`config.mk`:
```
export PLATFORM = sky130hd
export DESIGN_NAME = asr_ctrl
export DESIGN_NICKNAME = d
export VERILOG_FILES = /design/src/sv/asr_pkg.sv /design/src/sv/asr_ctrl.sv
export SDC_FILE = /design/constraint.sdc
export NUM_CORES = 1
export LEC_CHECK = 0
export BUFFER_PORTS_ARGS = -buffer_cell sky130_fd_sc_hd__buf_4
export CAP_MARGIN = 20
export CORE_AREA = 2 2 39 41
export CTS_BUF_LIST = sky130_fd_sc_hd__clkbuf_8
export DETAILED_ROUTE_END_ITERATION = 16
export DIE_AREA = 0 0 41 43
export GPL_ROUTABILITY_DRIVEN = 0
export SYNTH_ARGS = -nofsm -noshare
export SYNTH_HDL_FRONTEND = slang
export SYNTH_SLANG_ARGS = --single-unit
```
`constraint.sdc`:
```
create_clock -name clk -period 2.6 [get_ports clk]
set_clock_uncertainty 0.1 [all_clocks]
set_input_delay 0.13 -clock clk [delete_from_list [all_inputs] [get_ports clk]]
set_output_delay 0.13 -clock clk [all_outputs]
set_load 0.03 [all_outputs]
```
`src/sv/asr_pkg.sv`:
```
// Shared types, constants and the sine table generator of the axis rotation seed replicator.
package asr_pkg;

	// Input beat: one seed voxel index triple.
	typedef struct packed {
		logic [9:0] seed_i;
		logic [9:0] seed_j;
		logic [9:0] seed_k;
	} in_beat_t;

	// Output beat: one rotated voxel index triple.
	typedef struct packed {
		logic [5:0]         rotation_index;
		logic signed [15:0] out_i;
		logic signed [15:0] out_j;
		logic signed [15:0] out_k;
		logic               in_bounds;
		logic               last_of_run;
	} out_beat_t;

	// Configuration register contents.
	typedef struct packed {
		logic [47:0] axis_vector;
		logic [47:0] center_point;
		logic [47:0] grid_origin;
		logic [47:0] grid_span;
		logic [47:0] grid_inverse_span;
		logic [47:0] grid_dims;
		logic [6:0]  rotation_count;
		logic [15:0] phase_step;
	} cfg_t;

	// Commands from the controller to the datapath.
	typedef struct packed {
		logic load;
		logic rom_en;
		logic mat_en;
		logic prod_en;
		logic sum_en;
		logic scale_en;
		logic out_load;
		logic next;
	} cmd_t;

	// Status from the datapath to the controller.
	typedef struct packed {
		logic out_free;
		logic last;
	} stat_t;

	// Register indexes.
	localparam logic [2:0] REG_AXIS   = 3'd0;
	localparam logic [2:0] REG_CENTER = 3'd1;
	localparam logic [2:0] REG_ORIGIN = 3'd2;
	localparam logic [2:0] REG_SPAN   = 3'd3;
	localparam logic [2:0] REG_INV    = 3'd4;
	localparam logic [2:0] REG_DIMS   = 3'd5;
	localparam logic [2:0] REG_COUNT  = 3'd6;
	localparam logic [2:0] REG_STEP   = 3'd7;

	localparam logic [63:0] Q30_ONE     = 64'd1 << 30;
	localparam logic [63:0] HALF_PI_Q30 = 64'd1686629713;

	// Sine of a phase given in 1/2^32 of a turn, as signed Q1.14.
	// A fixed Q30 Taylor series on the reduced quarter wave, evaluated at elaboration.
	function automatic logic signed [15:0] sine_q14(input logic [63:0] p);
		logic [1:0]  q;
		logic [63:0] r;
		logic [63:0] x;
		logic [63:0] x2;
		logic [63:0] t;
		logic [63:0] s;
		logic [63:0] v;
		q = p[31:30];
		r = {34'd0, p[29:0]};
		if (q[0]) begin
			r = Q30_ONE - r;
		end
		x  = (r * HALF_PI_Q30) >> 30;
		x2 = (x * x) >> 30;
		t  = Q30_ONE;
		t  = Q30_ONE - ((x2 * t) >> 30) / 64'd110;
		t  = Q30_ONE - ((x2 * t) >> 30) / 64'd72;
		t  = Q30_ONE - ((x2 * t) >> 30) / 64'd42;
		t  = Q30_ONE - ((x2 * t) >> 30) / 64'd20;
		t  = Q30_ONE - ((x2 * t) >> 30) / 64'd6;
		s  = (x * t) >> 30;
		v  = (s + 64'd32768) >> 16;
		if (v > 64'd16384) begin
			v = 64'd16384;
		end
		return q[1] ? -16'(v) : 16'(v);
	endfunction

endpackage

```
`src/sv/asr_ctrl.sv`:
```
// Sequencer that steps the datapath through each rotation of a seed.
module asr_ctrl (
	input  logic           clk,
	input  logic           arst_n,
	input  logic           in_valid,
	output logic           in_stall,
	input  asr_pkg::stat_t stat,
	output asr_pkg::cmd_t  cmd
);
	import asr_pkg::*;

	localparam logic [2:0] ST_IDLE  = 3'd0;
	localparam logic [2:0] ST_ROM   = 3'd1;
	localparam logic [2:0] ST_MAT   = 3'd2;
	localparam logic [2:0] ST_PROD  = 3'd3;
	localparam logic [2:0] ST_SUM   = 3'd4;
	localparam logic [2:0] ST_SCALE = 3'd5;
	localparam logic [2:0] ST_EMIT  = 3'd6;

	logic [2:0] state_q;
	logic [2:0] state_d;

	assign in_stall = (state_q != ST_IDLE);

	// Next state and commands.
	always_comb begin
		cmd     = '0;
		state_d = state_q;
		case (state_q)
			ST_IDLE: begin
				if (in_valid) begin
					cmd.load = 1'b1;
					state_d  = ST_ROM;
				end
			end
			ST_ROM: begin
				cmd.rom_en = 1'b1;
				state_d    = ST_MAT;
			end
			ST_MAT: begin
				cmd.mat_en = 1'b1;
				state_d    = ST_PROD;
			end
			ST_PROD: begin
				cmd.prod_en = 1'b1;
				state_d     = ST_SUM;
			end
			ST_SUM: begin
				cmd.sum_en = 1'b1;
				state_d    = ST_SCALE;
			end
			ST_SCALE: begin
				cmd.scale_en = 1'b1;
				state_d      = ST_EMIT;
			end
			ST_EMIT: begin
				if (stat.out_free) begin
					cmd.out_load = 1'b1;
					if (stat.last) begin
						state_d = ST_IDLE;
					end else begin
						cmd.next = 1'b1;
						state_d  = ST_ROM;
					end
				end
			end
			default: state_d = ST_IDLE;
		endcase
	end

	// State register.
	always_ff @(posedge clk or negedge arst_n) begin
		if (!arst_n) begin
			state_q <= ST_IDLE;
		end else begin
			state_q <= state_d;
		end
	end
endmodule

```
# Word-level counts from Yosys, hierarchy flattened
# Index checks and enable logic that the tools add are counted.
# word_totals
reg_bits	3
latchBits	0
ramBits	0
mem_bits_ro	0
output_inout_bits	9
word_cells	26
mem_count	0
# classes
addsub	0
multipliers	0
n_div	0
order_cmp	0
n_eq_ne	8
n_shift	0
mux	14
bitwise	0
n_reduce_logical	3
# ops
op	n
case mux 3 bit (7 select lines)	1
== test 3 bit, second input constant	3
two-way mux 1 bit	9
== test 3 x 2 -> 1 bit, second input constant	2
two-way mux 3 bit	2
two-way mux 2 bit	2
!= test 2 bit, second input constant	2
== test 3 x 1 -> 1 bit, second input constant	1
zero test 3 bit	1
nonzero test 3 bit	1
AND reduction 2 bit	1

# Logic depth before layout (Yosys ltp)
# Gate-level depths: netlist of the first run.
# depth
word_depth	3
depth_mapped	3
depth_no_buf	2

# Worst setup path after synthesis of the first run
# OpenSTA, ideal clock, no wires.
# synth_path
kind	register -> output
start	register state_q[0]
end	output port cmd[0] in the netlist's numbering
arrival_ns	1.370
setup_slack_ns	1.000
path_stages_with_launch	4
path_cell_list	dfrtp_1 > buf_2 > nand2b_1 > nor3_1
# synth_lines
element	line_no	text
start, declared	asr_ctrl.sv:20	logic [2:0] state_q;
start signal, assigned	asr_ctrl.sv:76	state_q <= state_d;
end, declared	asr_ctrl.sv:8	output asr_pkg::cmd_t cmd

==> results of run 1 <==
-- through the flow --
stage / total power [mW] / util / cells / hold slack, ns
after CTS: 0.541 / 0.273 / 59 / 0.115
after floorplan: 0.324 / - / 28 / -0.266
final: 0.534 / 0.273 / 59 / 0.118
after global placement: 0.400 / 0.233 / 54 / -0.180
after global routing: 0.577 / 0.273 / 59 / 0.135
after detailed placement: 0.402 / 0.233 / 54 / -0.180
-- kinds of logic (layout without fill, tap and decap cells) --
logic type | after synthesis | after routing | synth area share
buf+inv | 4 | 19 | 0.0852
simple gates | 16 | 16 | 0.432
flops | 3 | 3 | 0.341
compound gates | 5 | 5 | 0.142
-- worst max-delay path: cells and delay by family (launching register included) --
family | cells | cell delay [ns]
flip-flops | 1 | 0.48
buffers and inverters | 1 | 0.16
AND/OR/NAND/NOR | 2 | 0.51
-- cells in the final DEF, fill, tap and decap left out --
| cell type | netlist | routed |
|---|---|---|
| dfrtp_1 | 3 | 3 |
| nand2_1 | 2 | 2 |
| dlygate4sd3_1 | 0 | 1 |
| and3b_1 | 1 | 1 |
| inv_1 | 1 | 2 |
| and2_1 | 1 | 1 |
| nor2_2 | 1 | 1 |
| nor2_1 | 3 | 3 |
| nor3b_1 | 2 | 2 |
| or3_4 | 1 | 1 |
| o21ai_1 | 1 | 1 |
| clkbuf_8 | 0 | 3 |
| buf_4 | 0 | 13 |
| o21a_1 | 1 | 1 |
| nand2b_1 | 3 | 3 |
| a21oi_1 | 2 | 2 |
| nor3_1 | 2 | 2 |
| a311oi_1 | 1 | 1 |
-- power by group through the flow --
| stage | Combinational, mW | Sequential (mW) | Clock [mW] |
|---|---|---|---|
| after detailed placement | 0.271 | 0.131 | 0 |
| after global routing | 0.292 | 0.139 | 0.145 |
| after floorplan | 0.244 | 0.0797 | 0 |
| after CTS | 0.273 | 0.130 | 0.137 |
| final | 0.269 | 0.132 | 0.133 |
| after global placement | 0.271 | 0.129 | 0 |
-- Yosys cell counts (all sizes together) --
| cell type | count |
|---|---|
| a21oi | 2 |
| a311oi | 1 |
| and2 | 1 |
| and3b | 1 |
| buf | 3 |
| dfrtp | 3 |
| inv | 1 |
| nand2 | 2 |
| nand2b | 3 |
| nor2 | 4 |
| nor3 | 2 |
| nor3b | 2 |
| o21a | 1 |
| o21ai | 1 |
| or3 | 1 |
-- per-layer routing --
layer	up-vias	routed length (um)	GRT usage
met5	-	0	0
met4	0	12	0.100
met3	2	53	0.0628
met2	9	230	0.0781
met1	92	242	0.0874
li1	122	-	-
-- worst min path at each step --
stage / end / depth (start not counted)
after floorplan: state_q[0] / 0
after global placement: state_q[1] / 1
after detailed placement: state_q[1] / 1
after CTS: state_q[2] / 3
after global routing: state_q[2] / 2
final: state_q[2] / 3
-- cell type report --
class                   instances  area [um2]
fillers                       160        1010
multi-input cells              21         126
repair buffers                 14         108
flip-flops and latches          3        75.1
clock buffers                   3        41.3
well taps                      16        20.0
clock inverters                 1        3.75
inverters                       1        3.75
==> flow_metrics.tcl, run 1 <==
set metrics [dict create \
    start_kind "flip-flop" \
    required_ns 2.37 \
    grt_max_degree 13 \
    clkTransAtPathRegs_ns 0.03 \
    hold_path_startpoint "stat[1]" \
    synth-seq-cells 3 \
    crit_end "cmd[7]" \
    track_usage 0.0795 \
    postRouteWirelength_um 538 \
    dp_worst_setup_slack_ns 1.24 \
    synth_top_area_cell "dfrtp_1" \
    htree_levels 1 \
    syn_to_final_growth_pct 71.6 \
    final.setup.worst_slack_ns 1.01 \
    grt_pass1_wl_um 793 \
    setup_viol 0 \
    dpl.hpwl_um 348 \
    relSlewSlack 0.790 \
    antenna_found_initial 0 \
    r2r_end "state_q[0]" \
    cp_cell_sequence "or3_4, nor2_2, buf_4" \
    dr.pass1.iters 3 \
    vdd_drop_max_uv 332 \
    post_drt_wl_per_cell_um 9.12 \
    p_seq_frac 0.246 \
    drv_cap 0 \
    period_minus_slack_ns 1.59 \
    seq_area_frac_synth 0.341 \
    period_share 0.612 \
    clk_latency_ns 0.22 \
    critical_path.slowest_cell "dfrtp_1" \
    antenna_left 0 \
    start_util 0.159 \
    clock-root-buffer "clkbuf_8" \
    clk_path_buf_depth 2 \
    synth.distinct_cells 16 \
    die_y_um 43 \
    grt_pass1_vias 193 \
    fin_area_um2 378 \
    pwr-share-comb 0.504 \
    synth_top_area_share 0.341 \
    regMostFlops "state_q" \
    crit_path_max_incr_delay_ns 0.48 \
    syn-instance-count 28 \
    syn_area_um2 220 \
    critical_path_class "flip-flop to output port" \
    status "finished, final reports clean" \
    cp_max_fo 12 \
    via_per_inst 3.81 \
    io_pins 14 \
    synthTopCellsByArea "dfrtp_1, nand2b_1, buf_2, nor3b_1, nor2_1" \
    cts_setup_buffers 0 \
    drt_iter0_markers 1 \
    cts.sinks 3 \
    r2r_setup_slack_ns 1.54 \
    p_int_mw 0.290 \
    r2r_cells 2 \
    p_per_area_nw_per_um2 1410 \
    tightest_slew_ns 0.314 \
    placed_area_um2 323 \
    r2r-start "state_q[2]" \
    overflow 0 \
    clock_power_share 0.249 \
    endpoint_kind "output port" \
    cts_buffers 3 \
    port_buffers 13 \
    ys_warn_count 0 \
    cts_tree "built" \
    largest_register_ffs 3 \
    routed-via-count 225 \
    crit_arrival_ns 1.36 \
    p_leak_nw 0.182 \
    slew_viol_final 0 \
    syn_avg_cell_area_um2 7.86 \
    startpoint "state_q[2]" \
    reg.largest.list "state_q: 3 flops" \
    syn_nets 33 \
    die_w_um 41 \
    rsz0062_at_grt "false" \
    drive_above_1_share 0.419 \
    cts_resized 0 \
    finalNetCount 49 \
    row_count 14 \
    swShare 0.457 \
    hold_path_class "input port to flip-flop" \
    antennaDiodeCount 0 \
    drc 0 \
    hold_violations 0 \
    die_area_um2 1760 \
    fin_tns_setup_ns 0 \
    cts_hold_buf 1 \
    switchingPower_mw 0.244 \
    clock.fmax_mhz 628 \
    core_area_um2 1380 \
]
No activity file was read; power rests on OpenSTA's default activity.
==> run 2, diff against run 1 <==
==> constraint.sdc (replaced) <==
create_clock -name clk -period 1.7 [get_ports clk]
set_clock_uncertainty 0.1 [all_clocks]
set_input_delay 0.085 -clock clk [delete_from_list [all_inputs] [get_ports clk]]
set_output_delay 0.085 -clock clk [all_outputs]
set_load 0.03 [all_outputs]
==> flow_metrics.tcl, run 2 (synthesis results as in run 1) <==
set metrics [dict create \
    cp_cell_sequence "or3_4, nor2_2, buf_4" \
    relSlewSlack 0.795 \
    start_kind "flip-flop" \
    p_leak_nw 0.182 \
    status "finished, final reports clean" \
    hold_violations 0 \
    clock-root-buffer "clkbuf_8" \
    r2r-start "state_q[2]" \
    period_minus_slack_ns 1.54 \
    r2r_end "state_q[0]" \
    crit_path_max_incr_delay_ns 0.47 \
    period_share 0.908 \
    required_ns 1.51 \
    dr.pass1.iters 2 \
    dpl.hpwl_um 347 \
    layout_common_cells "buf_4, nand2b_1, nor2_1, clkbuf_8, dfrtp_1" \
    crit_arrival_ns 1.36 \
    core_area_um2 1380 \
    setup_viol 0 \
    antennaDiodeCount 0 \
    reg.largest.list "state_q: 3 flops" \
    worst-path-stages 3 \
    antenna_found_initial 0 \
    die_area_um2 1760 \
    clk_path_buf_depth 2 \
    tightest_slew_ns 0.307 \
    clk_latency_ns 0.22 \
    endpoint_kind "output port" \
    worst_path_dominant_cell_family "simple AND/OR/NAND/NOR gates" \
    fillers 163 \
    r2r_cells 2 \
    drc 0 \
    cts_tree "built" \
    postRouteWirelength_um 517 \
    slew_viol_final 0 \
    port_buffers 13 \
    clkTransAtPathRegs_ns 0.03 \
    rsz0062_at_grt "false" \
    grt_max_degree 13 \
    r2r_setup_slack_ns 0.64 \
    grt_pass1_wl_um 779 \
    fin_tns_setup_ns 0 \
    htree_levels 1 \
    grt_pass1_vias 190 \
    die_y_um 43 \
    hold_path_class "input port to flip-flop" \
    overflow 0 \
    row_count 14 \
    cts_setup_buffers 0 \
    via_per_inst 3.95 \
    critPathBufInv 1 \
    layout_commonest_cell "buf_4" \
    post_drt_wl_per_cell_um 8.76 \
    vdd_drop_max_uv 513 \
    utilization 0.273 \
    cts.sinks 3 \
    routed-via-count 233 \
    clock.fmax_mhz 648 \
    critical_path_class "flip-flop to output port" \
    cp_max_fo 12 \
    finalNetCount 49 \
    p_per_area_nw_per_um2 2160 \
    startpoint "state_q[2]" \
    track_usage 0.0765 \
    drt_iter0_markers 3 \
    die_w_um 41 \
    drive_above_1_share 0.419 \
    cts_resized 0 \
    drv_cap 0 \
    regMostFlops "state_q" \
    io_pins 14 \
    crit_end "cmd[7]" \
    cts_buffers 3 \
    cts_hold_buf 1 \
    start_util 0.159 \
    antenna_left 0 \
    critical_path.slowest_cell "dfrtp_1" \
    largest_register_ffs 3 \
    syn_to_final_growth_pct 71.6 \
]
## run 2: cell counts in the layout (fill, tap and decap cells not counted)
Identical to the previous run, type by type.
## run 2: cell type report
| class | instances | area, um2 | area share |
|---|---|---|---|
| clock buffers | 3 | 41.3 | 0.109 |
| clock inverters | 1 | 3.75 | 0.00993 |
| inverters | 1 | 3.75 | 0.00993 |
| multi-input cells | 21 | 126 | 0.334 |
| flip-flops and latches | 3 | 75.1 | 0.199 |
| well taps | 16 | 20.0 | 0.0530 |
| repair buffers | 14 | 108 | 0.285 |
## run 2: worst min path at each step
stage / start / to / cells after the start
floorplan: arst_n / state_q[0] / 0
global placement: arst_n / state_q[1] / 1
detailed placement: arst_n / state_q[1] / 1
CTS: stat[1] / state_q[2] / 3
global route: arst_n / state_q[2] / 2
finish: stat[1] / state_q[2] / 3
## run 2: power breakdown
part | leakage (nW) | internal (mW) | switching, mW
Combinational | 0.119 | 0.181 | 0.231
Clock | 0.0269 | 0.154 | 0.0506
Sequential | 0.0360 | 0.109 | 0.0912
Total | 0.182 | 0.444 | 0.373
## run 2: tightest hold or removal path, delay by kind of cell
| family | cells | cell delay [ns] |
|---|---|---|
| compound gates | 2 | 0.16 |
| buf+inv | 1 | 0.10 |
## run 2: through the flow
stage / instance area, um2 / setup WS (ns) / std cells / total power [mW] / hold WS (ns)
6_report: 378 / 0.156 / 59 / 0.816 / 0.0712
5_1_grt: 378 / 0.109 / 59 / 0.879 / 0.0928
4_1_cts: 378 / 0.151 / 59 / 0.827 / 0.0697
3_5_place_dp: 323 / 0.385 / 54 / 0.615 / -0.225
3_3_place_gp: 323 / 0.392 / 54 / 0.612 / -0.225
2_1_floorplan: 220 / 0.145 / 28 / 0.496 / -0.311
## run 2: per-layer routing
layer / share of wire / global-route usage
met1: 0.46 / 0.0874
met2: 0.41 / 0.0781
met3: 0.081 / 0.0471
met4: 0.050 / 0.100
met5: 0 / 0
==> run 3, diff against run 2 <==
==> constraint.sdc (replaced) <==
create_clock -name clk -period 1.28 [get_ports clk]
set_clock_uncertainty 0.1 [all_clocks]
set_input_delay 0.064 -clock clk [delete_from_list [all_inputs] [get_ports clk]]
set_output_delay 0.064 -clock clk [all_outputs]
set_load 0.03 [all_outputs]
==> flow_metrics.tcl, run 3 (synthesis results as in run 1) <==
set metrics [dict create \
    drc 0 \
    cts_buffers 3 \
    reg.largest.list "state_q: 3 flops" \
    route.met2.wl_um 268 \
    clock-root-buffer "clkbuf_8" \
    antenna_found_initial 0 \
    r2r-start "state_q[0]" \
    grt_pass1_wl_um 910 \
    grt_pass1_vias 236 \
    start_util 0.159 \
    postRouteWirelength_um 511 \
    routed-via-count 257 \
    tightest_slew_ns 0.218 \
    syn_to_final_growth_pct 97.7 \
    htree_levels 1 \
    antenna_left 0 \
    relSlewSlack 0.854 \
    p_leak_nw 0.208 \
    crit_arrival_ns 1.20 \
    finalNetCount 52 \
    core_area_um2 1380 \
    hold_path_startpoint "stat[1]" \
    clk_latency_ns 0.21 \
    die_w_um 41 \
    via_per_inst 4.15 \
    required_ns 1.12 \
    vdd_drop_max_uv 632 \
    overflow 0 \
    status "finished, violations left" \
    cts_setup_buffers 0 \
    critPathBufInv 1 \
    antennaDiodeCount 0 \
    wl_met1_um 206 \
    largest_register_ffs 3 \
    cts.sinks 3 \
    die_y_um 43 \
    period_share 1.06 \
    worst_path_dominant_cell_family "simple AND/OR/NAND/NOR gates" \
    crit_path_max_incr_delay_ns 0.40 \
    violations "negative setup slack" \
    clkTransAtPathRegs_ns 0.03 \
    clk_path_buf_depth 2 \
    setup_viol 4 \
    cp_cell_sequence "or3_4, nor2_4, buf_6" \
    layout_commonest_cell "buf_4" \
    met3_length_um 28 \
    hold_ws_ns 0.0453 \
    track_usage 0.0804 \
    clock.fmax_mhz 736 \
    slew_viol_final 0 \
    grt_max_degree 12 \
    drv_cap 0 \
    final.setup.worst_slack_ns -0.0790 \
    highest_layer "met4" \
    p_per_area_nw_per_um2 2810 \
    layout_common_cells "buf_4, nor2_1, clkbuf_8, dfrtp_1" \
    post_drt_wl_per_cell_um 8.24 \
    row_count 14 \
    cp_max_fo 2 \
    dr.pass1.iters 1 \
    port_buffers 13 \
    hold_path_class "input port to flip-flop" \
    hold_violations 0 \
    fin_total_pwr_mw 1.22 \
    start_kind "flip-flop" \
    utilization 0.315 \
    endpoint_kind "output port" \
    regMostFlops "state_q" \
    drive_above_1_share 0.543 \
    drt_iter0_markers 0 \
    rsz0062_at_grt "true" \
    critical_path.slowest_cell "or3_4" \
    fillers 154 \
    period_minus_slack_ns 1.36 \
    cts_tree "built" \
    io_pins 14 \
    startpoint "state_q[2]" \
    die_area_um2 1760 \
    critical_path_class "flip-flop to output port" \
    dpl.hpwl_um 411 \
]
==> run 3: changes by cell type in the layout (fill, tap and decap cells not counted), sizes merged <==
cell / previous run / this run
buf: 13 / 16
==> run 3: repair_timing <==
action                                  in CTS  in global routing
gates resized for setup                      3                  0
hold buffers                                 1                  0
endpoints found under the hold margin        3                  0
endpoints found under the setup margin       6                  9
==> run 3: report_power, final <==
part / total, mW / leakage [nW] / switching [mW] / internal [mW]
Sequential: 0.175 / 0.0360 / 0.0292 / 0.146
Clock: 0.262 / 0.0269 / 0.0584 / 0.204
Combinational: 0.788 / 0.145 / 0.443 / 0.344
Total: 1.22 / 0.208 / 0.531 / 0.694
==> run 3: routing by layer <==
layer	GRT usage	vias to the layer above
met5	0	-
met4	0.0600	0
met3	0.0471	2
met2	0.116	7
met1	0.0806	118
li1	-	130
==> run 3: stage by stage <==
step / instances / cell area [um2] / TNS, ns / setup WS, ns
finish: 62 / 435 / -0.133 / -0.0790
global route: 62 / 435 / -0.621 / -0.130
CTS: 62 / 435 / -0.183 / -0.0914
detailed placement: 57 / 365 / 0 / 0.122
global placement: 57 / 365 / 0 / 0.140
floorplan: 28 / 240 / -0.0573 / -0.0435
==> run 3: path summary, 6_finish.rpt <==
path                              endpoint  slack [ns]  cells past startpoint
worst min register to register  state_q[2]        0.51                      2
worst min-delay path            state_q[2]        0.05                      3
max in group asynchronous       state_q[1]        0.91                      2
worst max-delay path                cmd[7]       -0.08                      3
min in group asynchronous       state_q[2]        0.07                      2
worst max register to register  state_q[2]        0.25                      3
==> run 3: final cells by class <==
| cell class | instances | area, um2 | share of cell area |
|---|---|---|---|
| multi-input combinational | 21 | 154 | 0.353 |
| timing repair buffer | 17 | 138 | 0.316 |
| sequential | 3 | 75.1 | 0.172 |
| clock buffer | 3 | 41.3 | 0.0948 |
| tap | 16 | 20.0 | 0.0460 |
| clock inverter | 1 | 3.75 | 0.00862 |
| inverter | 1 | 3.75 | 0.00862 |
==> run 3: tightest hold or removal path, cell delays in order <==
cell and delay, ns:
buf_4 0.10, o21a_1 0.10, a21oi_1 0.05
