[config.mk]
export PLATFORM = sky130hd
export DESIGN_NAME = asr_regs
export DESIGN_NICKNAME = d
export VERILOG_FILES = /design/src/sv/asr_pkg.sv /design/src/sv/asr_regs.sv
export SDC_FILE = /design/constraint.sdc
export NUM_CORES = 1
export LEC_CHECK = 0
export ABC_AREA = 1
export ABC_CLOCK_PERIOD_IN_PS = 1000
export BUFFER_PORTS_ARGS = -buffer_cell sky130_fd_sc_hd__buf_2
export CAP_MARGIN = 40
export CELL_PAD_IN_SITES_DETAIL_PLACEMENT = 1
export CELL_PAD_IN_SITES_GLOBAL_PLACEMENT = 2
export CORE_UTILIZATION = 26
export DETAILED_ROUTE_END_ITERATION = 8
export PLACE_DENSITY = 0.81
export SLEW_MARGIN = 20
export SYNTH_ARGS = -nofsm -noshare
export SYNTH_HDL_FRONTEND = slang
export SYNTH_SLANG_ARGS = --single-unit
[constraint.sdc]
create_clock -name clk -period 1 [get_ports clk]
set_clock_uncertainty 0.05 [all_clocks]
set_input_delay 0 -clock clk [delete_from_list [all_inputs] [get_ports clk]]
set_output_delay 0 -clock clk [all_outputs]
set_load 0.005 [all_outputs]
[src/sv/asr_pkg.sv]
// Shared types, constants and the sine table generator of the axis rotation seed replicator.
package asr_pkg;

	// Input beat: one seed voxel index triple.
	typedef struct packed {
		logic [9:0] seed_i;
		logic [9:0] seed_j;
		logic [9:0] seed_k;
	} in_beat_t;

	// Output beat: one rotated voxel index triple.
	typedef struct packed {
		logic [5:0]         rotation_index;
		logic signed [15:0] out_i;
		logic signed [15:0] out_j;
		logic signed [15:0] out_k;
		logic               in_bounds;
		logic               last_of_run;
	} out_beat_t;

	// Configuration register contents.
	typedef struct packed {
		logic [47:0] axis_vector;
		logic [47:0] center_point;
		logic [47:0] grid_origin;
		logic [47:0] grid_span;
		logic [47:0] grid_inverse_span;
		logic [47:0] grid_dims;
		logic [6:0]  rotation_count;
		logic [15:0] phase_step;
	} cfg_t;

	// Commands from the controller to the datapath.
	typedef struct packed {
		logic load;
		logic rom_en;
		logic mat_en;
		logic prod_en;
		logic sum_en;
		logic scale_en;
		logic out_load;
		logic next;
	} cmd_t;

	// Status from the datapath to the controller.
	typedef struct packed {
		logic out_free;
		logic last;
	} stat_t;

	// Register indexes.
	localparam logic [2:0] REG_AXIS   = 3'd0;
	localparam logic [2:0] REG_CENTER = 3'd1;
	localparam logic [2:0] REG_ORIGIN = 3'd2;
	localparam logic [2:0] REG_SPAN   = 3'd3;
	localparam logic [2:0] REG_INV    = 3'd4;
	localparam logic [2:0] REG_DIMS   = 3'd5;
	localparam logic [2:0] REG_COUNT  = 3'd6;
	localparam logic [2:0] REG_STEP   = 3'd7;

	localparam logic [63:0] Q30_ONE     = 64'd1 << 30;
	localparam logic [63:0] HALF_PI_Q30 = 64'd1686629713;

	// Sine of a phase given in 1/2^32 of a turn, as signed Q1.14.
	// A fixed Q30 Taylor series on the reduced quarter wave, evaluated at elaboration.
	function automatic logic signed [15:0] sine_q14(input logic [63:0] p);
		logic [1:0]  q;
		logic [63:0] r;
		logic [63:0] x;
		logic [63:0] x2;
		logic [63:0] t;
		logic [63:0] s;
		logic [63:0] v;
		q = p[31:30];
		r = {34'd0, p[29:0]};
		if (q[0]) begin
			r = Q30_ONE - r;
		end
		x  = (r * HALF_PI_Q30) >> 30;
		x2 = (x * x) >> 30;
		t  = Q30_ONE;
		t  = Q30_ONE - ((x2 * t) >> 30) / 64'd110;
		t  = Q30_ONE - ((x2 * t) >> 30) / 64'd72;
		t  = Q30_ONE - ((x2 * t) >> 30) / 64'd42;
		t  = Q30_ONE - ((x2 * t) >> 30) / 64'd20;
		t  = Q30_ONE - ((x2 * t) >> 30) / 64'd6;
		s  = (x * t) >> 30;
		v  = (s + 64'd32768) >> 16;
		if (v > 64'd16384) begin
			v = 64'd16384;
		end
		return q[1] ? -16'(v) : 16'(v);
	endfunction

endpackage

[src/sv/asr_regs.sv]
// Configuration register file with its APB-style access port.
module asr_regs (
	input  logic               clk,
	input  logic               arst_n,
	input  logic               psel,
	input  logic               penable,
	input  logic               pwrite,
	input  logic [5:0]         paddr,
	input  logic [63:0]        pwdata,
	output logic [63:0]        prdata,
	output logic               pready,
	output asr_pkg::cfg_t      cfg
);
	import asr_pkg::*;

	cfg_t       cfg_q;
	logic       wr_en;
	logic [2:0] idx;

	assign pready = 1'b1;
	assign wr_en  = psel && penable && pwrite;
	assign idx    = paddr[5:3];
	assign cfg    = cfg_q;

	// Register writes on the access cycle.
	always_ff @(posedge clk or negedge arst_n) begin
		if (!arst_n) begin
			cfg_q <= '{rotation_count: 7'd1, default: '0};
		end else if (wr_en) begin
			case (idx)
				REG_AXIS:   cfg_q.axis_vector       <= pwdata[47:0];
				REG_CENTER: cfg_q.center_point      <= pwdata[47:0];
				REG_ORIGIN: cfg_q.grid_origin       <= pwdata[47:0];
				REG_SPAN:   cfg_q.grid_span         <= pwdata[47:0];
				REG_INV:    cfg_q.grid_inverse_span <= pwdata[47:0];
				REG_DIMS:   cfg_q.grid_dims         <= pwdata[47:0];
				REG_COUNT:  cfg_q.rotation_count    <= pwdata[6:0];
				REG_STEP:   cfg_q.phase_step        <= pwdata[15:0];
				default: ;
			endcase
		end
	end

	// Read mux.
	always_comb begin
		case (idx)
			REG_AXIS:   prdata = {16'd0, cfg_q.axis_vector};
			REG_CENTER: prdata = {16'd0, cfg_q.center_point};
			REG_ORIGIN: prdata = {16'd0, cfg_q.grid_origin};
			REG_SPAN:   prdata = {16'd0, cfg_q.grid_span};
			REG_INV:    prdata = {16'd0, cfg_q.grid_inverse_span};
			REG_DIMS:   prdata = {16'd0, cfg_q.grid_dims};
			REG_COUNT:  prdata = {57'd0, cfg_q.rotation_count};
			REG_STEP:   prdata = {48'd0, cfg_q.phase_step};
			default:    prdata = '0;
		endcase
	end
endmodule

* Word-level counts from Yosys, hierarchy flattened
Index checks and enable logic that the tools add are counted.
** Operators by class
- Reductions and logical operators :: 11
- Equality and inequality tests :: 7
- Muxes and demuxes :: 1
** Operators with widths (count)
- one-hot mux 64 bit (8 select lines) :: 1
- AND reduction 2 bit :: 8
- == test 3 bit, second input constant :: 4
- == test 3 x 2 -> 1 bit, second input constant :: 2
- == test 3 x 1 -> 1 bit, second input constant :: 1
- zero test 3 bit :: 1
- logical AND 1 bit :: 2
** Storage, ports and cells
- Input bits :: 75
- Register bits :: 311
- Output and inout port bits :: 376
- Word-level logic and storage cells :: 27

* Longest topological paths before layout
Gate-level depths: netlist of run 1.
- Word-level depth :: 3
- Depth in mapped cells :: 9
- Depth with buffers taken out :: 5

* Least setup slack after synthesis of run 1
No wires, ideal clock.
- Path kind :: input-to-reg
- Start :: input paddr[4]
- End :: register cfg_q (netlist bit cfg[222])
- Library setup time :: 130 ps
- Slack :: -209 ps
- Stages :: 9
- Path buffers :: 4
- Arrival time :: 1028 ps
- Cells stage by stage :: buf_4 > inv_4 > nand3_4 > or2_1 > buf_2 > buf_6 > buf_6 > nand2_1 > o21ai_1
** Between the ends
- Cells in the longest elaborated chain, start to end :: 2
** Ends and longest elaborated chain
- start: declaration :: line asr_regs.sv:8 : input logic [5:0] paddr,
- == test 3 x 1 -> 1 bit :: line asr_regs.sv:30 : case (idx)
- AND reduction 2 bit (no source line)
- end: declaration :: line asr_regs.sv:16 : cfg_t cfg_q;
No other way between the ends.
A chain may end at the register's enable or synchronous reset.

* Final worst setup path of run 1
- Start :: register cfg_q (netlist bit cfg[31])
- End :: output prdata[8]
** Between the ends
- Cells in the longest elaborated chain, start to end :: 1
** Ends and longest elaborated chain
- one-hot mux 64 bit (8 select lines) :: line asr_regs.sv:46 : case (idx)
- end: declaration :: line asr_regs.sv:10 : output logic [63:0] prdata,
No other way between the ends. The select of a mux whose other input is x is not followed.

==> results of run 1 <==
## cell families (layout without fill, tap and decap cells)
group / Yosys count / count (layout)
buffers and inverters: 322 / 1005
flip-flops: 311 / 311
AND/OR/NAND/NOR: 791 / 791
other: 2 / 17
AO/OA/AOI/OAI: 343 / 343
## worst max-delay path, delay by kind of cell (launching register included)
family | cells | cell delay, ns
DFF | 1 | 0.38
and+or+nand+nor | 4 | 0.35
buffers and inverters | 2 | 0.26
## routing by layer
layer | GRT usage, % | vias up | share of wire (%)
met2 | 38.47 | 452 | 50
met4 | 8.622 | 0 | 3.1
met1 | 27.76 | 7806 | 41
li1 | - | 7109 | -
met3 | 4.558 | 118 | 5.7
met5 | 0 | - | 0
## synth_stat cells (all sizes together)
library cell	count
clkbuf	50
buf	98
nand2	322
dfstp	1
or2	2
o21ai	231
nor2	238
dfrtp	310
nand4	126
nand3	101
nor3	2
conb	2
a21oi	112
inv	174
## metrics by stage
stage          utilization [%]  hold slack (ns)  cell area, um2  cells  worst slack [ns]
2_1_floorplan                -          -0.3456           14590   1784           -0.1419
3_3_place_gp             33.73        -0.004123           18550   2965           -0.2865
3_5_place_dp             33.73         -0.01012           18550   2965           -0.3468
4_1_cts                  40.25         0.006994           22130   3148           -0.6092
5_1_grt                  42.01          0.03314           23100   3215           -0.6604
6_report                 42.01          0.02633           23100   3215           -0.5791
## power groups by stage
stage	Clock [mW]	Sequential (mW)	Combinational (mW)
after CTS	14.9	17.3	13.6
after global routing	15.3	17.7	16.5
after detailed placement	0	17.5	10.5
after global placement	0	17.4	10.2
after floorplan	0	17.5	3.59
final	14.5	17.4	15.3
## worst paths after layout
check                      startpoint   endpoint  slack [ns]  depth (start not counted)
min reg2reg                  cfg[239]   cfg[239]        0.46                          2
max in group asynchronous      arst_n   cfg[275]        0.02                          4
min                            arst_n    cfg[14]        0.03                          3
max                           cfg[31]  prdata[8]       -0.58                          6
min in group clk             paddr[5]   cfg[160]        0.09                          5
max reg2reg                   cfg[31]    cfg[31]       -0.08                          4
## final cells by class
| cell class | count | area (um2) | area share (%) |
|---|---|---|---|
| clock buffer | 61 | 1211 | 5.243 |
| clock inverter | 8 | 90.09 | 0.3900 |
| inverter | 174 | 663.1 | 2.871 |
| multi-input combinational | 1151 | 5414 | 23.44 |
| sequential | 311 | 7785 | 33.70 |
| tap | 748 | 935.9 | 4.052 |
| timing repair buffer | 762 | 6999 | 30.30 |
## repair_timing
item	CTS	global route
endpoints found under the hold margin	622	0
hold buffers	50	0
pin swaps	26	28
setup buffers	87	120
resized for setup	284	163
setup endpoints to repair	359	360
==> reports/metrics.yaml, run 1 <==
clocking:
  clock_path_buffers: 3
  clock-sinks: 311
  cts.clk_slew.worst_paths_ns: 0.06
  clk_latency_ns: 0.53
  cts-root-buf: "clkbuf_16"
  cts_max_level: 2
  cts_tree: "done"
  numCtsBuffers: 40
floorplanning:
  die_y_um: 237.8
  die_width_um: 237.8
  die-area_um2: 56560
  ios: 451
  core_area_um2: 54990
  initial_utilization_pct: 26.30
  rows: 86
worst_setup_path:
  cp-end-kind: "output pin"
  cp_slowest_cell: "dfrtp_1"
  crit_arrival_ns: 1.53
  cp_max_fo: 2
  critPathRequiredTime_ns: 0.95
  start_kind: "register"
  path_cells: "nand4_1 -> nand2_1 -> nor2_1 -> buf_4 -> nand3_2 -> buf_2"
  critPathMaxStageDelay_ns: 0.38
  path_class: "register to output pin"
grt:
  track_usage_pct: 22.49
  grt_pass1_wl_mm: 97.85
  grt_pass1_vias: 16080
  antenna_found_initial: 0
  grt_start_max_net_pins: 63
  overflow: 0
synth:
  synth_compound_gate_area_share_pct: 11.87
  avgSynthCellArea_um2: 8.174
  synth_area_um2: 14460
  synth_xor_area_share_pct: 0
  yosysTopAreaCell: "dfrtp_1"
  yosys_warnings: 0
  synth_adder_area_share_pct: 0
  synth_top_family_by_area: "simple AND/OR/NAND/NOR gates"
  synth-seq-cells: 311
  yosysTopAreaCellShare_pct: 53.65
  synth_area_leaders: "dfrtp_1 54%, nand2_1 8.4%, nor2_1 6.0%"
  yosys.area_share.simple_pct: 23.99
  netlist_instances: 1769
  synth_seq_area_share_pct: 53.83
  ys_types: 25
  synthMuxAreaShare_pct: 0
power_and_ir_drop:
  pwr-share-comb_pct: 32.4
  total_power_mw: 47.19
  ir_drop_mv: 1.108
  p_leak_nw: 11.60
  sw_frac_of_total_pct: 30.94
  power_density_nw_per_um2: 2043
  seqPwrFrac_pct: 36.9
  power_switching_mw: 14.60
  clkPwrFrac_pct: 30.7
  internal_power_mw: 32.59
final_layout:
  layout_common_cells: "330 x buf_6, 319 x nand2_1, 309 x dfrtp_1"
  final_common_cell: "buf_6"
  largest_reg_flops: 311
  syn2layout_area_growth_pct: 59.74
  nNetsFinal: 2515
  drive_gt1_share_pct: 33.89
  diodes: 0
  final.fill_count: 6447
sta:
  setup_violations: 361
  max_freq_mhz: 633.3
  timing.final.ws_setup_ns: -0.5791
  final-hold-violation-count: 0
  setup_tns_ns: -78.17
  layout_min_cycle_time_ns: 1.579
  rsz0062_at_grt: "yes"
  period_share_pct: 157.9
  slew_viol_final: 0
placed_design:
  place_congestion: 0.8493
  dp_hpwl_mm: 43.29
  port_buffers: 414
hold_path:
  hold_class: "primary input to async pin"
run:
  cap_violations: 0
outcome:
  failed_checks: "setup timing"
  status: "finished, violations left"
detailed_routing:
  route.vias.total: 15490
  drc: 0
  drt_wl_total_mm: 65.42
  drt-wirelength-per-cell_um: 20.35
  drt_iter0_markers: 905
  ant_nets: 0
  dr.pass1.iters: 5
  routed_via_density: 4.816
(Power assumes the default switching activity.)
==> run 2, diff against run 1 <==
--- a/config.mk
+++ b/config.mk
@@ -11,7 +11,9 @@
 export CAP_MARGIN = 40
 export CELL_PAD_IN_SITES_DETAIL_PLACEMENT = 1
 export CELL_PAD_IN_SITES_GLOBAL_PLACEMENT = 2
+export CORE_MARGIN = 8
 export CORE_UTILIZATION = 26
+export CTS_CLUSTER_SIZE = 20
 export DETAILED_ROUTE_END_ITERATION = 8
 export PLACE_DENSITY = 0.81
 export SLEW_MARGIN = 20
==> run 2 against run 1 <==
Compared with the run above: the flow still finishes with violations (setup timing); total power grew 2.3%; count of clock-buffer cells in the layout is the same; cell count grew 1.1%; worst setup slack lost 0.014 ns; sequential share of layout area shrank 0.76 points; fmax shrank 0.90%; clock power is essentially flat; worst hold slack lost 0.012 ns; register-to-register slack lost 0.04 ns; combinational power grew 6%; critical path depth shrank 1; routed wire length grew 6.2%; critical path type unchanged.
==> reports/metrics.yaml, run 2 (synthesis results as in run 1) <==
floorplanning:
  die_y_um: 251.8
  die-area_um2: 63420
  core_area_um2: 55090
  die_width_um: 251.8
  initial_utilization_pct: 26.25
  rows: 86
  ios: 451
detailed_routing:
  drc: 0
  dr.pass1.iters: 5
  ant_nets: 0
  routed_via_density: 4.842
  drt_iter0_markers: 950
  drt-wirelength-per-cell_um: 21.38
  route.vias.total: 15740
  drt_wl_total_mm: 69.48
worst_setup_path:
  path_cells: "nand4_1 -> nand2_1 -> nor2_1 -> nand3_2 -> buf_2"
  critPathRequiredTime_ns: 0.95
  cp_max_fo: 2
  path_class: "register to output pin"
  cp-end-kind: "output pin"
  start_kind: "register"
  crit_arrival_ns: 1.54
  critPathMaxStageDelay_ns: 0.41
  cp_slowest_cell: "dfrtp_1"
placed_design:
  place_congestion: 0.8255
  dp_cells: 3006
  place_area_um2: 18840
  dpl_worst_slack_ns: -0.3565
  dp_hpwl_mm: 46.41
  port_buffers: 414
grt:
  grt_pass1_wl_mm: 103.6
  track_usage_pct: 20.78
  overflow: 0
  antenna_found_initial: 0
  grt_pass1_vias: 16790
  grt_start_max_net_pins: 69
sta:
  max_slew_margin_pct: 60.04
  period_share_pct: 159.3
  worst_slew_pin_slew_ns: 0.5993
  whs_ns: 0.01464
  timing.final.ws_setup_ns: -0.5934
  setup_violations: 367
  layout_min_cycle_time_ns: 1.593
  rsz0062_at_grt: "yes"
  final-hold-violation-count: 0
  max_freq_mhz: 627.6
  setup_tns_ns: -79.03
  slew_viol_final: 0
clocking:
  clk_latency_ns: 0.54
  clock_path_buffers: 3
  numCtsBuffers: 40
  cts.clk_slew.worst_paths_ns: 0.06
  cts_tree: "done"
  cts_max_level: 2
  clock-sinks: 311
  cts-root-buf: "clkbuf_16"
final_layout:
  largest_reg_flops: 311
  multi_input_area_um2: 5499
  final_cell_area_um2: 23640
  layout_common_cells: "366 x buf_6, 313 x nand2_1, 308 x dfrtp_1"
  drive_gt1_share_pct: 35.33
  fin_util_pct: 42.90
  ff_latch_area_um2: 7786
  nNetsFinal: 2548
  finalNonFillerCells: 3250
  syn2layout_area_growth_pct: 63.45
  diodes: 0
  final.fill_count: 6530
  final_common_cell: "buf_6"
outcome:
  status: "finished, violations left"
  failed_checks: "setup timing"
power_and_ir_drop:
  p_leak_nw: 11.86
  power_density_nw_per_um2: 2043
  ir_drop_mv: 0.9665
  total_power_mw: 48.28
run:
  cap_violations: 0
hold_path:
  hold_class: "primary input to async pin"
-- run 2: layer usage --
layer | GRT usage, % | part of all wire (%) | vias to the layer above
met2 | 36.74 | 51 | 497
met3 | 4.548 | 6.0 | 134
met1 | 24.62 | 40 | 7920
met4 | 7.522 | 3.4 | 0
li1 | - | - | 7184
met5 | 0 | 0 | -
-- run 2: layout make-up --
class	instances	share of cell area [%]
clock buffer	61	5.124
timing repair buffer	795	31.43
sequential	311	32.94
tap	748	3.960
clock inverter	10	0.4659
multi-input combinational	1151	23.27
inverter	174	2.806
-- run 2: report_power, final --
part	switching (mW)	total (mW)	internal (mW)
Sequential	2.15	17.4	15.3
Combinational	7.16	16.2	9.05
Clock	5.80	14.7	8.86
Total	15.1	48.3	33.2
-- run 2: final timing paths --
| kind | from | end | slack [ns] | depth (start not counted) |
|---|---|---|---|---|
| setup / recovery | cfg[119] | prdata[0] | -0.59 | 5 |
| hold reg to reg | cfg[236] | cfg[236] | 0.46 | 2 |
| max in group asynchronous | arst_n | cfg[28] | 0.21 | 4 |
| setup reg to reg | cfg[29] | cfg[29] | -0.12 | 5 |
| hold / removal | arst_n | cfg[9] | 0.01 | 3 |
| min in group clk | paddr[3] | cfg[88] | 0.14 | 7 |
-- run 2: timing repair --
action | in CTS | in global routing
hold buffers | 52 | 0
endpoints found under the setup margin | 359 | 396
gates resized for setup | 344 | 175
buffers inserted | 91 | 119
hold endpoints to repair | 622 | 0
pin swaps | 46 | 35
-- run 2: worst max-delay path, delay by kind of cell (launching register included) --
family                 cells  cell delay, ns
and+or+nand+nor            4            0.45
DFF                        1            0.41
buffers and inverters      1            0.14
==> run 3, diff against run 2 <==
--- a/config.mk
+++ b/config.mk
@@ -16,6 +16,7 @@
 export CTS_CLUSTER_SIZE = 20
 export DETAILED_ROUTE_END_ITERATION = 8
 export PLACE_DENSITY = 0.81
+export RECOVER_POWER = 50
 export SLEW_MARGIN = 20
 export SYNTH_ARGS = -nofsm -noshare
 export SYNTH_HDL_FRONTEND = slang
==> run 3 against run 2 <==
Compared with the run above: the flow still finishes with violations (setup timing); utilization fell by 0.082 points; critical path depth did not move; largest power group unchanged; total power about the same; sequential share of layout area rose by 0.063 points.
==> reports/metrics.yaml, run 3 (synthesis results as in run 1) <==
hold_path:
  whs_path_depth: 7
  hold_class: "primary input to register"
  whs_endpoint: "cfg[88]"
  hold_path_startpoint: "paddr[3]"
detailed_routing:
  dr.pass1.iters: 7
  drt-wirelength-per-cell_um: 21.39
  route.vias.total: 15730
  routed_via_density: 4.841
  drt_iter0_markers: 894
  ant_nets: 0
  drc: 0
  drt_wl_total_mm: 69.53
clocking:
  numCtsBuffers: 40
  clk_latency_ns: 0.54
  clock-sinks: 311
  cts_tree: "done"
  clock_path_buffers: 3
  cts_max_level: 2
  cts-root-buf: "clkbuf_16"
  cts.clk_slew.worst_paths_ns: 0.06
sta:
  slew_viol_final: 0
  max_freq_mhz: 632.9
  timing.final.ws_setup_ns: -0.5801
  setup_tns_ns: -80.36
  final-hold-violation-count: 0
  rsz0062_at_grt: "yes"
  whs_ns: 0.1400
  max_slew_margin_pct: 60.00
  period_share_pct: 158.0
  setup_violations: 373
  layout_min_cycle_time_ns: 1.580
  worst_slew_pin_slew_ns: 0.6000
final_layout:
  syn2layout_area_growth_pct: 63.14
  final_common_cell: "buf_6"
  drive_gt1_share_pct: 35.21
  diodes: 0
  layout_common_cells: "366 x buf_6, 313 x nand2_1, 308 x dfrtp_1"
  largest_reg_flops: 311
  final_cell_area_um2: 23590
  finalNonFillerCells: 3250
  nNetsFinal: 2548
  final.fill_count: 6533
power_and_ir_drop:
  p_leak_nw: 11.84
  power_density_nw_per_um2: 2045
  seqPwrFrac_pct: 36.1
  power_switching_mw: 15.10
  total_power_mw: 48.24
  ir_drop_mv: 0.9652
  sw_frac_of_total_pct: 31.29
  pwr-share-comb_pct: 33.5
  clkPwrFrac_pct: 30.4
  internal_power_mw: 33.15
floorplanning:
  rows: 86
  initial_utilization_pct: 26.25
  core_area_um2: 55090
  die-area_um2: 63420
  ios: 451
  die_y_um: 251.8
  die_width_um: 251.8
placed_design:
  place_congestion: 0.8255
  dp_cells: 3006
  dp_hpwl_mm: 46.41
  place_area_um2: 18840
  port_buffers: 414
grt:
  grt_pass1_vias: 16790
  grt_start_max_net_pins: 69
  antenna_found_initial: 1
  grt_pass1_wl_mm: 103.6
  overflow: 0
  track_usage_pct: 20.78
worst_setup_path:
  critPathRequiredTime_ns: 0.95
  crit_buf_inv: 1
  path_cells: "nand4_1 -> nand2_1 -> nor2_1 -> nand3_2 -> buf_2"
  reg2reg_slack_ns: -0.13
  start_kind: "register"
  r2r-end: "cfg[29]"
  crit_arrival_ns: 1.53
  critPathMaxStageDelay_ns: 0.40
  path_depth: 5
  reg2reg_depth: 5
  rr_startpoint: "cfg[29]"
  cp-end-kind: "output pin"
  crit_family: "simple AND/OR/NAND/NOR gates"
  cp_slowest_cell: "dfrtp_1"
  path_class: "register to output pin"
  cp_max_fo: 2
outcome:
  failed_checks: "setup timing"
  status: "finished, violations left"
run:
  cap_violations: 0
==> run 3: cell types whose count changed in the layout (fill, tap and decap cells not counted) <==
| cell | before | now |
|---|---|---|
| buf_4 | 104 | 99 |
| o21ai_1 | 126 | 121 |
| buf_12 | 42 | 40 |
| o21ai_0 | 103 | 108 |
| clkbuf_2 | 0 | 1 |
| buf_2 | 231 | 233 |
| clkbuf_8 | 11 | 12 |
| buf_8 | 1 | 0 |
| clkbuf_1 | 9 | 12 |
| clkbuf_4 | 0 | 1 |
==> run 3: worst register-to-register path: cells and delay by family, from the launching register on <==
family | cells | cell delay (ns)
compound gates | 1 | 0.06
simple gates | 1 | 0.11
buf+inv | 3 | 0.36
flops | 1 | 0.41
==> run 3: how the worst max path moves through the flow <==
stage                     startpoint         end
after global routing        cfg[119]   prdata[0]
after floorplan             paddr[4]    cfg[222]
after detailed placement      pwrite    cfg[104]
after global placement        pwrite    cfg[113]
after CTS                    cfg[34]  prdata[11]
final                       cfg[119]   prdata[0]
==> run 3: power groups by stage <==
stage / clock (mW) / combinational [mW] / sequential [mW]
2_1_floorplan: 0 / 3.59 / 17.5
6_report: 14.6 / 16.2 / 17.4
3_5_place_dp: 0 / 11.3 / 17.4
4_1_cts: 15.0 / 14.6 / 17.3
5_1_grt: 15.5 / 17.5 / 17.7
3_3_place_gp: 0 / 11.0 / 17.3
==> run 3: cell type report <==
class | instances | area [um2] | share of cell area [%]
clock buffer | 61 | 1211 | 5.134
timing repair buffer | 795 | 7385 | 31.30
tap | 748 | 935.9 | 3.967
multi-input combinational | 1151 | 5499 | 23.31
inverter | 174 | 663.1 | 2.811
sequential | 311 | 7786 | 33.01
clock inverter | 10 | 110.1 | 0.4667
==> run 3: timing repair <==
item                                   CTS  global route
gates resized for setup                344           175
pin swaps                               46            35
setup endpoints to repair              359           396
endpoints found under the hold margin  622             0
setup buffers                           91           119
hold buffers                            52             0
==> run 3: layer usage <==
layer / vias up / part of all wire, % / global-route usage [%]
li1: 7185 / - / -
met1: 7908 / 40 / 24.62
met2: 507 / 51 / 36.74
met3: 130 / 6.3 / 4.548
met4: 2 / 3.3 / 7.522
met5: - / 0.019 / 0
==> run 3: through the flow <==
step | setup slack [ns] | utilization [%]
2_1_floorplan | -0.1419 | -
3_3_place_gp | -0.3285 | 34.20
3_5_place_dp | -0.3565 | 34.20
4_1_cts | -0.5933 | 41.08
5_1_grt | -0.6545 | 42.82
6_report | -0.5801 | 42.82
